--- src/rtl/atomic_memory_op_emulation_macros.svh ---
// Assertion macros for the atomic memory op emulation block.
// Empty bodies when SYNTHESIS is defined; no other dependencies.
`ifndef ATOMIC_MEMORY_OP_EMULATION_MACROS_SVH
`define ATOMIC_MEMORY_OP_EMULATION_MACROS_SVH

`ifndef SYNTHESIS
// same-cycle implication
`define AMOEMU_ASSERT_NOW(label, clk, rst, ante, cons) \
  label: assert property (@(posedge clk) disable iff (rst) (ante) |-> (cons)) \
    else $error("amoemu same-cycle check failed");
// next-cycle implication
`define AMOEMU_ASSERT_NEXT(label, clk, rst, ante, cons) \
  label: assert property (@(posedge clk) disable iff (rst) (ante) |=> (cons)) \
    else $error("amoemu next-cycle check failed");
`else
`define AMOEMU_ASSERT_NOW(label, clk, rst, ante, cons)
`define AMOEMU_ASSERT_NEXT(label, clk, rst, ante, cons)
`endif

`endif

--- src/rtl/amoemu_pkg.sv ---
// Shared types and constants for the atomic memory op emulation block.
// No dependencies.
package amoemu_pkg;

  localparam int unsigned XLEN     = 32;
  localparam int unsigned REG_AW   = 5;
  localparam int unsigned REG_NUM  = 32;

  // major opcode of the A extension
  localparam logic [6:0] OPC_AMO = 7'h2F;

  // operation code, instruction bits 31..27
  typedef enum logic [4:0] {
    AMO_ADD  = 5'h00,
    AMO_SWAP = 5'h01,
    AMO_LR   = 5'h02,
    AMO_SC   = 5'h03,
    AMO_XOR  = 5'h04,
    AMO_OR   = 5'h08,
    AMO_AND  = 5'h0C,
    AMO_MIN  = 5'h10,
    AMO_MAX  = 5'h14,
    AMO_MINU = 5'h18,
    AMO_MAXU = 5'h1C
  } amo_op_t;

  // decoded item held in the input register
  typedef struct packed {
    logic              handled;
    amo_op_t           op;
    logic [XLEN-1:0]   mem_word;
    logic [REG_AW-1:0] rd;
  } amoemu_item_t;

  // one result item
  typedef struct packed {
    logic              handled;
    logic [XLEN-1:0]   mem_address;
    logic              store_enable;
    logic [XLEN-1:0]   store_data;
    logic [REG_AW-1:0] dest_index;
    logic [XLEN-1:0]   dest_value;
  } amoemu_result_t;

  // true for the operation codes this block executes
  function automatic logic op_known(input logic [4:0] f);
    logic k;
    unique case (f)
      AMO_ADD, AMO_SWAP, AMO_LR, AMO_SC, AMO_XOR, AMO_OR, AMO_AND,
      AMO_MIN, AMO_MAX, AMO_MINU, AMO_MAXU: k = 1'b1;
      default:                               k = 1'b0;
    endcase
    return k;
  endfunction

endpackage

--- src/rtl/atomic_memory_op_emulation.sv ---
// Atomic memory op emulation, top level. An input transfer passes the input register
// (with the register file read) and then the result register on its way to the result.
// Throughput: one transfer per cycle while m_tready does not stall the output; decode
// and ALU are combinational. Reset clears the pipeline valid flags and the register file
// valid bits at once; no clearing pass, an input transfer can be taken right out of reset.
// Depends on amoemu_pkg, amoemu_regfile, amoemu_alu and the macros header.
`include "atomic_memory_op_emulation_macros.svh"

module atomic_memory_op_emulation (
  input  logic         clk,
  input  logic         rst,
  input  logic         s_tvalid,
  output logic         s_tready,
  // instruction_word[31:0], memory_word[63:32], reg_index[68:64], reg_value[100:69]
  input  logic [103:0] s_tdata,
  // kind[0]
  input  logic         s_tuser,
  output logic         m_tvalid,
  input  logic         m_tready,
  // mem_address[31:0], store_enable[32], store_data[64:33], dest_index[69:65],
  // dest_value[101:70]
  output logic [103:0] m_tdata,
  // handled[0]
  output logic         m_tuser
);

  logic                              accept;
  logic                              advance;
  logic [amoemu_pkg::XLEN-1:0]       insn;
  logic [amoemu_pkg::XLEN-1:0]       mem_word;
  logic [amoemu_pkg::REG_AW-1:0]     reg_index;
  logic [amoemu_pkg::XLEN-1:0]       reg_value;
  logic                              exec_ok;
  amoemu_pkg::amoemu_item_t          item_next;
  logic                              wr_en;
  logic [amoemu_pkg::REG_AW-1:0]     wr_addr;
  logic [amoemu_pkg::XLEN-1:0]       wr_data;
  logic                              s1_valid;
  amoemu_pkg::amoemu_item_t          s1_item;
  logic [amoemu_pkg::XLEN-1:0]       rs1_val;
  logic [amoemu_pkg::XLEN-1:0]       rs2_val;
  amoemu_pkg::amoemu_result_t        alu_res;
  amoemu_pkg::amoemu_result_t        out_res;

  // input field split
  assign insn      = s_tdata[31:0];
  assign mem_word  = s_tdata[63:32];
  assign reg_index = s_tdata[68:64];
  assign reg_value = s_tdata[100:69];

  // handshake
  assign advance  = !m_tvalid || m_tready;
  assign s_tready = !s1_valid || advance;
  assign accept   = s_tvalid && s_tready;

  // decode: supported opcode and operation
  assign exec_ok = s_tuser && (insn[6:0] == amoemu_pkg::OPC_AMO)
                   && amoemu_pkg::op_known(insn[31:27]);

  always_comb begin
    item_next.handled  = exec_ok;
    item_next.op       = exec_ok ? amoemu_pkg::amo_op_t'(insn[31:27]) : amoemu_pkg::AMO_ADD;
    item_next.mem_word = mem_word;
    item_next.rd       = insn[11:7];
  end

  // destination write does not depend on sources, so it happens at transfer
  always_comb begin
    wr_en   = 1'b0;
    wr_addr = insn[11:7];
    wr_data = mem_word;
    if (accept) begin
      if (!s_tuser) begin
        wr_en   = 1'b1;
        wr_addr = reg_index;
        wr_data = reg_value;
      end else if (exec_ok) begin
        wr_en = 1'b1;
        if (insn[31:27] == amoemu_pkg::AMO_SC) begin
          wr_data = '0;
        end
      end
    end
  end

  amoemu_regfile u_regfile (
    .clk       (clk),
    .rst       (rst),
    .wr_en     (wr_en),
    .wr_addr   (wr_addr),
    .wr_data   (wr_data),
    .rd_en     (accept),
    .rd_addr_a (insn[19:15]),
    .rd_addr_b (insn[24:20]),
    .rd_data_a (rs1_val),
    .rd_data_b (rs2_val)
  );

  // input register
  always_ff @(posedge clk) begin
    if (rst) begin
      s1_valid <= 1'b0;
    end else if (s_tready) begin
      s1_valid <= s_tvalid;
    end
  end

  always_ff @(posedge clk) begin
    if (accept) begin
      s1_item <= item_next;
    end
  end

  amoemu_alu u_alu (
    .item    (s1_item),
    .rs1_val (rs1_val),
    .rs2_val (rs2_val),
    .res     (alu_res)
  );

  // result register
  always_ff @(posedge clk) begin
    if (rst) begin
      m_tvalid <= 1'b0;
    end else if (advance) begin
      m_tvalid <= s1_valid;
    end
  end

  always_ff @(posedge clk) begin
    if (advance && s1_valid) begin
      out_res <= alu_res;
    end
  end

  assign m_tuser = out_res.handled;
  assign m_tdata = {2'b00, out_res.dest_value, out_res.dest_index, out_res.store_data,
                    out_res.store_enable, out_res.mem_address};

  // checks
  `AMOEMU_ASSERT_NOW(a_ready_when_empty, clk, rst, !m_tvalid, s_tready)
  `AMOEMU_ASSERT_NOW(a_store_needs_handled, clk, rst, m_tvalid && m_tdata[32], m_tuser)
  `AMOEMU_ASSERT_NOW(a_unhandled_zero, clk, rst, m_tvalid && !m_tuser, m_tdata == '0)
  `AMOEMU_ASSERT_NEXT(a_other_opcode_unhandled, clk, rst,
    accept && s_tuser && (s_tdata[6:0] != amoemu_pkg::OPC_AMO), !s1_item.handled)

endmodule

--- src/rtl/amoemu_regfile.sv ---
// Register file: 32 x 32 memory, one write port, two registered read ports.
// Per-entry valid bits give the all-zero reset; entry 0 is never written.
// Depends on amoemu_pkg.
module amoemu_regfile (
  input  logic                           clk,
  input  logic                           rst,
  input  logic                           wr_en,
  input  logic [amoemu_pkg::REG_AW-1:0]  wr_addr,
  input  logic [amoemu_pkg::XLEN-1:0]    wr_data,
  input  logic                           rd_en,
  input  logic [amoemu_pkg::REG_AW-1:0]  rd_addr_a,
  input  logic [amoemu_pkg::REG_AW-1:0]  rd_addr_b,
  output logic [amoemu_pkg::XLEN-1:0]    rd_data_a,
  output logic [amoemu_pkg::XLEN-1:0]    rd_data_b
);

  logic [amoemu_pkg::XLEN-1:0]    mem [amoemu_pkg::REG_NUM];
  logic [amoemu_pkg::REG_NUM-1:0] valid;
  logic [amoemu_pkg::XLEN-1:0]    data_a;
  logic [amoemu_pkg::XLEN-1:0]    data_b;
  logic                           valid_a;
  logic                           valid_b;
  logic                           wr_ok;

  assign wr_ok = wr_en && (wr_addr != '0);

  // storage write; read data sees the old contents on a same-edge write
  always_ff @(posedge clk) begin
    if (wr_ok) begin
      mem[wr_addr] <= wr_data;
    end
    if (rd_en) begin
      data_a <= mem[rd_addr_a];
      data_b <= mem[rd_addr_b];
    end
  end

  // valid bits and their registered copies
  always_ff @(posedge clk) begin
    if (rst) begin
      valid   <= '0;
      valid_a <= 1'b0;
      valid_b <= 1'b0;
    end else begin
      if (wr_ok) begin
        valid[wr_addr] <= 1'b1;
      end
      if (rd_en) begin
        valid_a <= valid[rd_addr_a];
        valid_b <= valid[rd_addr_b];
      end
    end
  end

  // unwritten entries read as zero
  assign rd_data_a = valid_a ? data_a : '0;
  assign rd_data_b = valid_b ? data_b : '0;

endmodule

--- src/rtl/amoemu_alu.sv ---
// Result logic: store value, destination value and zeroing of unhandled items.
// Depends on amoemu_pkg.
module amoemu_alu (
  input  amoemu_pkg::amoemu_item_t    item,
  input  logic [amoemu_pkg::XLEN-1:0] rs1_val,
  input  logic [amoemu_pkg::XLEN-1:0] rs2_val,
  output amoemu_pkg::amoemu_result_t  res
);

  logic [amoemu_pkg::XLEN-1:0] mem;
  logic [amoemu_pkg::XLEN-1:0] sum;
  logic                        lt_s;
  logic                        lt_u;
  logic [amoemu_pkg::XLEN-1:0] new_val;
  logic [amoemu_pkg::XLEN-1:0] rd_val;
  logic                        st;

  assign mem  = item.mem_word;
  assign sum  = mem + rs2_val;
  assign lt_s = $signed(mem) < $signed(rs2_val);
  assign lt_u = mem < rs2_val;

  // operation select
  always_comb begin
    new_val = '0;
    rd_val  = mem;
    st      = 1'b1;
    unique case (item.op)
      amoemu_pkg::AMO_LR:   st = 1'b0;
      amoemu_pkg::AMO_SC: begin
        new_val = rs2_val;
        rd_val  = '0;
      end
      amoemu_pkg::AMO_ADD:  new_val = sum;
      amoemu_pkg::AMO_SWAP: new_val = rs2_val;
      amoemu_pkg::AMO_XOR:  new_val = mem ^ rs2_val;
      amoemu_pkg::AMO_AND:  new_val = mem & rs2_val;
      amoemu_pkg::AMO_OR:   new_val = mem | rs2_val;
      amoemu_pkg::AMO_MIN:  new_val = lt_s ? mem : rs2_val;
      amoemu_pkg::AMO_MAX:  new_val = lt_s ? rs2_val : mem;
      amoemu_pkg::AMO_MINU: new_val = lt_u ? mem : rs2_val;
      amoemu_pkg::AMO_MAXU: new_val = lt_u ? rs2_val : mem;
      default:              st = 1'b0;
    endcase
  end

  // all fields zero unless the item was executed
  always_comb begin
    res = '0;
    if (item.handled) begin
      res.handled      = 1'b1;
      res.mem_address  = rs1_val;
      res.store_enable = st;
      res.store_data   = new_val;
      res.dest_index   = item.rd;
      res.dest_value   = rd_val;
    end
  end

endmodule

--- config.mk ---
export PLATFORM = sky130hd
export DESIGN_NAME = atomic_memory_op_emulation
export DESIGN_NICKNAME = d
export VERILOG_FILES = /design/src/rtl/amoemu_pkg.sv /design/src/rtl/atomic_memory_op_emulation.sv /design/src/rtl/amoemu_regfile.sv /design/src/rtl/amoemu_alu.sv
export VERILOG_INCLUDE_DIRS = /design/src /design/src/rtl
export SDC_FILE = /design/constraint.sdc
export NUM_CORES = 2
export LEC_CHECK = 0
export ABC_CLOCK_PERIOD_IN_PS = 22300
export BUFFER_PORTS_ARGS = -buffer_cell sky130_fd_sc_hd__buf_4
export CELL_PAD_IN_SITES_DETAIL_PLACEMENT = 0
export CELL_PAD_IN_SITES_GLOBAL_PLACEMENT = 1
export CORE_ASPECT_RATIO = 0.5
export CORE_MARGIN = 2
export CORE_UTILIZATION = 55
export CTS_CLUSTER_SIZE = 40
export DETAILED_ROUTE_END_ITERATION = 7
export GPL_TIMING_DRIVEN = 0
export PLACE_DENSITY = 0.88
export SYNTH_ARGS = -nofsm -noshare
export SYNTH_HDL_FRONTEND = slang
export SYNTH_HIERARCHICAL = 1
export SYNTH_SLANG_ARGS = --single-unit
export TNS_END_PERCENT = 100
--- constraint.sdc ---
create_clock -name clk -period 22.3 [get_ports clk]
set_input_delay 4.46 -clock clk [delete_from_list [all_inputs] [get_ports clk]]
set_output_delay 4.46 -clock clk [all_outputs]
set_load 0.05 [all_outputs]
==> qor.csv <==
stage;metric;value;unit
floorplanning;Die Y;239;um
synth;number of synthesized flops with an enable pin;1234;
synth;Yosys cell types;76;
timing;Fin. Hold Viols;0;
floorplanning;full die area;114000;um^2
timing;Slew headroom;0.00280;
clocking;CTS root buffer;clkbuf_16;
clocking;clk sinks;1270;
global_routing;vias in the first global route;37000;
final_layout;fin util;0.631;
placement;DP HPWL;133000;um
global_routing;GRT Overall Usage;0.341;
final_layout;fin area;69400;um^2
clocking;CTS buffer count;111;
clocking;cts hold-fix bufs;0;
final_layout;share of cells above drive strength 1;0.343;
setup_path;FF-to-FF Start;u_regfile/valid_b;
run_status;outcome;complete, but fails checks;
synth;post-synthesis sequential area ratio;0.620;
routing;initial DRC count;6473;
placement;# port buffers;198;
hold_path;worst hold path class;flip-flop to flip-flop;
setup_path;WP buf/inv;2;
global_routing;Overflow after GRT;0;
global_routing;largest net degree at the start of global routing;58;
routing;DRT Pass-1 Iters;5;
clocking;setup bufs post-CTS;0;
timing;fmax;0.106;GHz
setup_path;Worst Reg-to-Reg Cells;15;
power_and_ir_drop;pwr dens;75.4;nW/um^2
floorplanning;Cell Rows;86;
routing;drc violations;0;
final_layout;fillers;7393;
job;Max Cap Violations;1;
hold_path;Min-Delay Endpoint;u_regfile/valid[30];
setup_path;CP delay by family, top;buffers and inverters;
timing;Worst-Margin Slew;1.45;ns
routing;Routed wire per std cell;36.8;um
hold_path;Hold Startpoint;u_regfile/valid[30];
power_and_ir_drop;VDD IR-drop max;0.0658;mV
floorplanning;# IOs;216;
clocking;H-tree levels;3;
timing;RSZ-0062 raised after global routing;no;
synth;Yosys warnings;6;
setup_path;Reg2Reg Capture Point;m_tdata[48];
final_layout;final cell count without fillers;5243;
final_layout;Area Growth Syn to Fin;13.9;%
timing;setup_tns;0;ns
floorplanning;Core ar.;110000;um^2
setup_path;Startpoint Class;input pin;
global_routing;first-pass GRT wire length;269000;um
clocking;clk_lat worst skew;0.77;ns
timing;fin crit period;9.43;ns
routing;remaining antenna violation count;0;
hold_path;Hold Path Depth;2;
timing;skew final;0.0785;ns
routing;vias per cell;7.09;
floorplanning;Initial Util;0.554;
setup_path;R2R Setup Slk;17.24;ns
synth;asr flop ratio synth;0;
setup_path;crit path DAT;4.97;ns
power_and_ir_drop;Leak;22.8;nW
timing;Setup-failing EPs final;0;
setup_path;CP max stage delay;0.22;ns
clocking;clk buf depth;3;
synth;#FFs+latches synth;1270;
routing;Routed WL;193000;um
placement;RD Place Congestion;0.956;
placement;placed inst area;65900;um^2
global_routing;initial antenna violation count;16;
synth;Syn Inst Count;3253;
setup_path;Setup CP Type;input pin to output port;
setup_path;CP cell instances;buf_4 > nand3b_4 > buf_4;
timing;Max Slew Vio Count;0;
setup_path;Max Fanout on Critical Path;5;
setup_path;WP data required;17.84;ns
clocking;CTS tree;built;
final_layout;nets@finish;3860;
run_status;failing checks;capacitance limit;
setup_path;most used cell, CP;buf_4;
timing;Hold WS;0.499;ns
floorplanning;Die W;475;um
synth;syn avg cell area;18.7;um^2
clocking;Worst-path clk slew;0.07;ns
synth;main flop type after synthesis;edfxtp_1;
timing;final worst path period share;0.423;
synth;Mapped Area;60900;um^2
clocking;post-CTS sizing;0;
setup_path;CP Capture Type;output port;
setup_path;Worst path slowest cell;buf_4;
placement;# placed instances;5037;
routing;via count;37200;
## layout by cell type, fill, tap and decap left out, types with 33 or more instances in the layout
master / netlist / layout
edfxtp_1: 1234 / 1234
mux4_2: 640 / 640
buf_4: 8 / 207
clkbuf_1: 116 / 140
and2_1: 138 / 138
nor2_1: 183 / 122
clkbuf_16: 0 / 112
ha_1: 96 / 96
inv_1: 83 / 83
nand2_1: 81 / 81
a21oi_1: 74 / 74
mux2_2: 69 / 69
mux2i_1: 68 / 68
buf_2: 57 / 57
o21ai_0: 42 / 42
dfxtp_1: 36 / 36
conb_1: 2 / 34
buf_12: 0 / 34
nor2_2: 3 / 33
## power by group
part           switching (mW)  leakage (nW)  total, mW  internal, mW
registers              0.0211          11.5       2.70          2.68
logic                   0.380          9.62      0.616         0.236
clock network           0.897          1.70       1.91          1.02
## metal layers
layer | share of wire | track usage | vias up
met5 | 0.00038 | 0 | -
met4 | 0.045 | 0.141 | 10
met3 | 0.15 | 0.131 | 557
met2 | 0.46 | 0.526 | 3222
met1 | 0.34 | 0.439 | 19100
li1 | - | - | 14300
## synth_stat cells (7+ instances only)
cell / number / area, um^2
inv_1: 83 / 312
nand2_1: 81 / 304
clkbuf_1: 116 / 435
a31oi_1: 19 / 119
a222oi_1: 12 / 120
buf_1: 23 / 86.3
nand3_1: 19 / 95.1
o22ai_1: 7 / 43.8
buf_2: 57 / 285
and3_1: 9 / 56.3
xor2_1: 10 / 87.6
mux4_2: 640 / 14400
a22oi_1: 13 / 97.6
a21oi_1: 74 / 370
ha_1: 96 / 1200
nor2b_1: 11 / 68.8
o21ai_0: 42 / 210
nor2_1: 183 / 687
a221oi_1: 20 / 175
mux2_2: 69 / 777
nor3_1: 23 / 115
nand3b_1: 9 / 67.6
buf_6: 24 / 270
a21o_1: 16 / 120
and2_1: 138 / 863
dfxtp_1: 36 / 721
mux2i_1: 68 / 681
xnor2_1: 12 / 105
buf_4: 8 / 60.1
a22o_1: 9 / 78.8
edfxtp_1: 1234 / 37100
## how the worst max path moves through the flow
stage / startpoint / end / slack [ns] / cells past startpoint
2_1_floorplan: m_tready / m_tdata[0] / 9.65 / 2
3_3_place_gp: m_tready / m_tdata[13] / 4.29 / 3
3_5_place_dp: m_tready / s_tready / 12.87 / 3
4_1_cts: m_tready / s_tready / 12.87 / 3
5_1_grt: m_tready / s_tready / 12.85 / 3
6_report: m_tready / s_tready / 12.87 / 3
## sequential cells by signal, indices dropped and copies added, names as in the netlist
name,count
u_regfile/mem,1024
m_tdata,102
s1_item,43
u_regfile/data_a,32
u_regfile/data_b,32
u_regfile/valid,32
m_tuser,1
m_tvalid,1
s1_valid,1
u_regfile/valid_a,1
u_regfile/valid_b,1
## layout make-up
| class | instances | area (um^2) | share of cell area |
|---|---|---|---|
| Sequential cell | 1270 | 37800 | 0.545 |
| Multi-Input combinational cell | 1704 | 22100 | 0.319 |
| Clock buffer | 136 | 2890 | 0.0417 |
| Timing Repair Buffer | 256 | 2670 | 0.0385 |
| Tap cell | 1496 | 1870 | 0.0270 |
| Buffer | 228 | 1140 | 0.0164 |
| Clock inverter | 61 | 577 | 0.00831 |
| Inverter | 83 | 312 | 0.00449 |
| Antenna cell | 9 | 22.5 | 0.000325 |
## worst min-delay path, cell delays in order (launching register included)
cell and delay, ns:
dfxtp_1 0.35, nor2_1 0.05, nor2_1 0.07
## cell families (layout without fill, tap and decap cells)
logic type,Yosys count,count (layout),synth area share
buf+inv,311,764,0.0238
other cells,2,43,0.000123
xor+xnor,24,24,0.00394
compound gates,257,257,0.0283
mux,777,777,0.261
flops,1270,1270,0.620
fa+ha+maj,97,97,0.0201
simple gates,515,515,0.0428
## per-stage QoR
step | total power, mW | setup slack, ns
after detailed placement | 3.35 | 12.87
after floorplan | 3.12 | 9.65
after global placement | 3.32 | 4.29
after global routing | 5.35 | 12.85
final | 5.23 | 12.87
after CTS | 5.23 | 12.87
(Power assumes the default switching activity.)
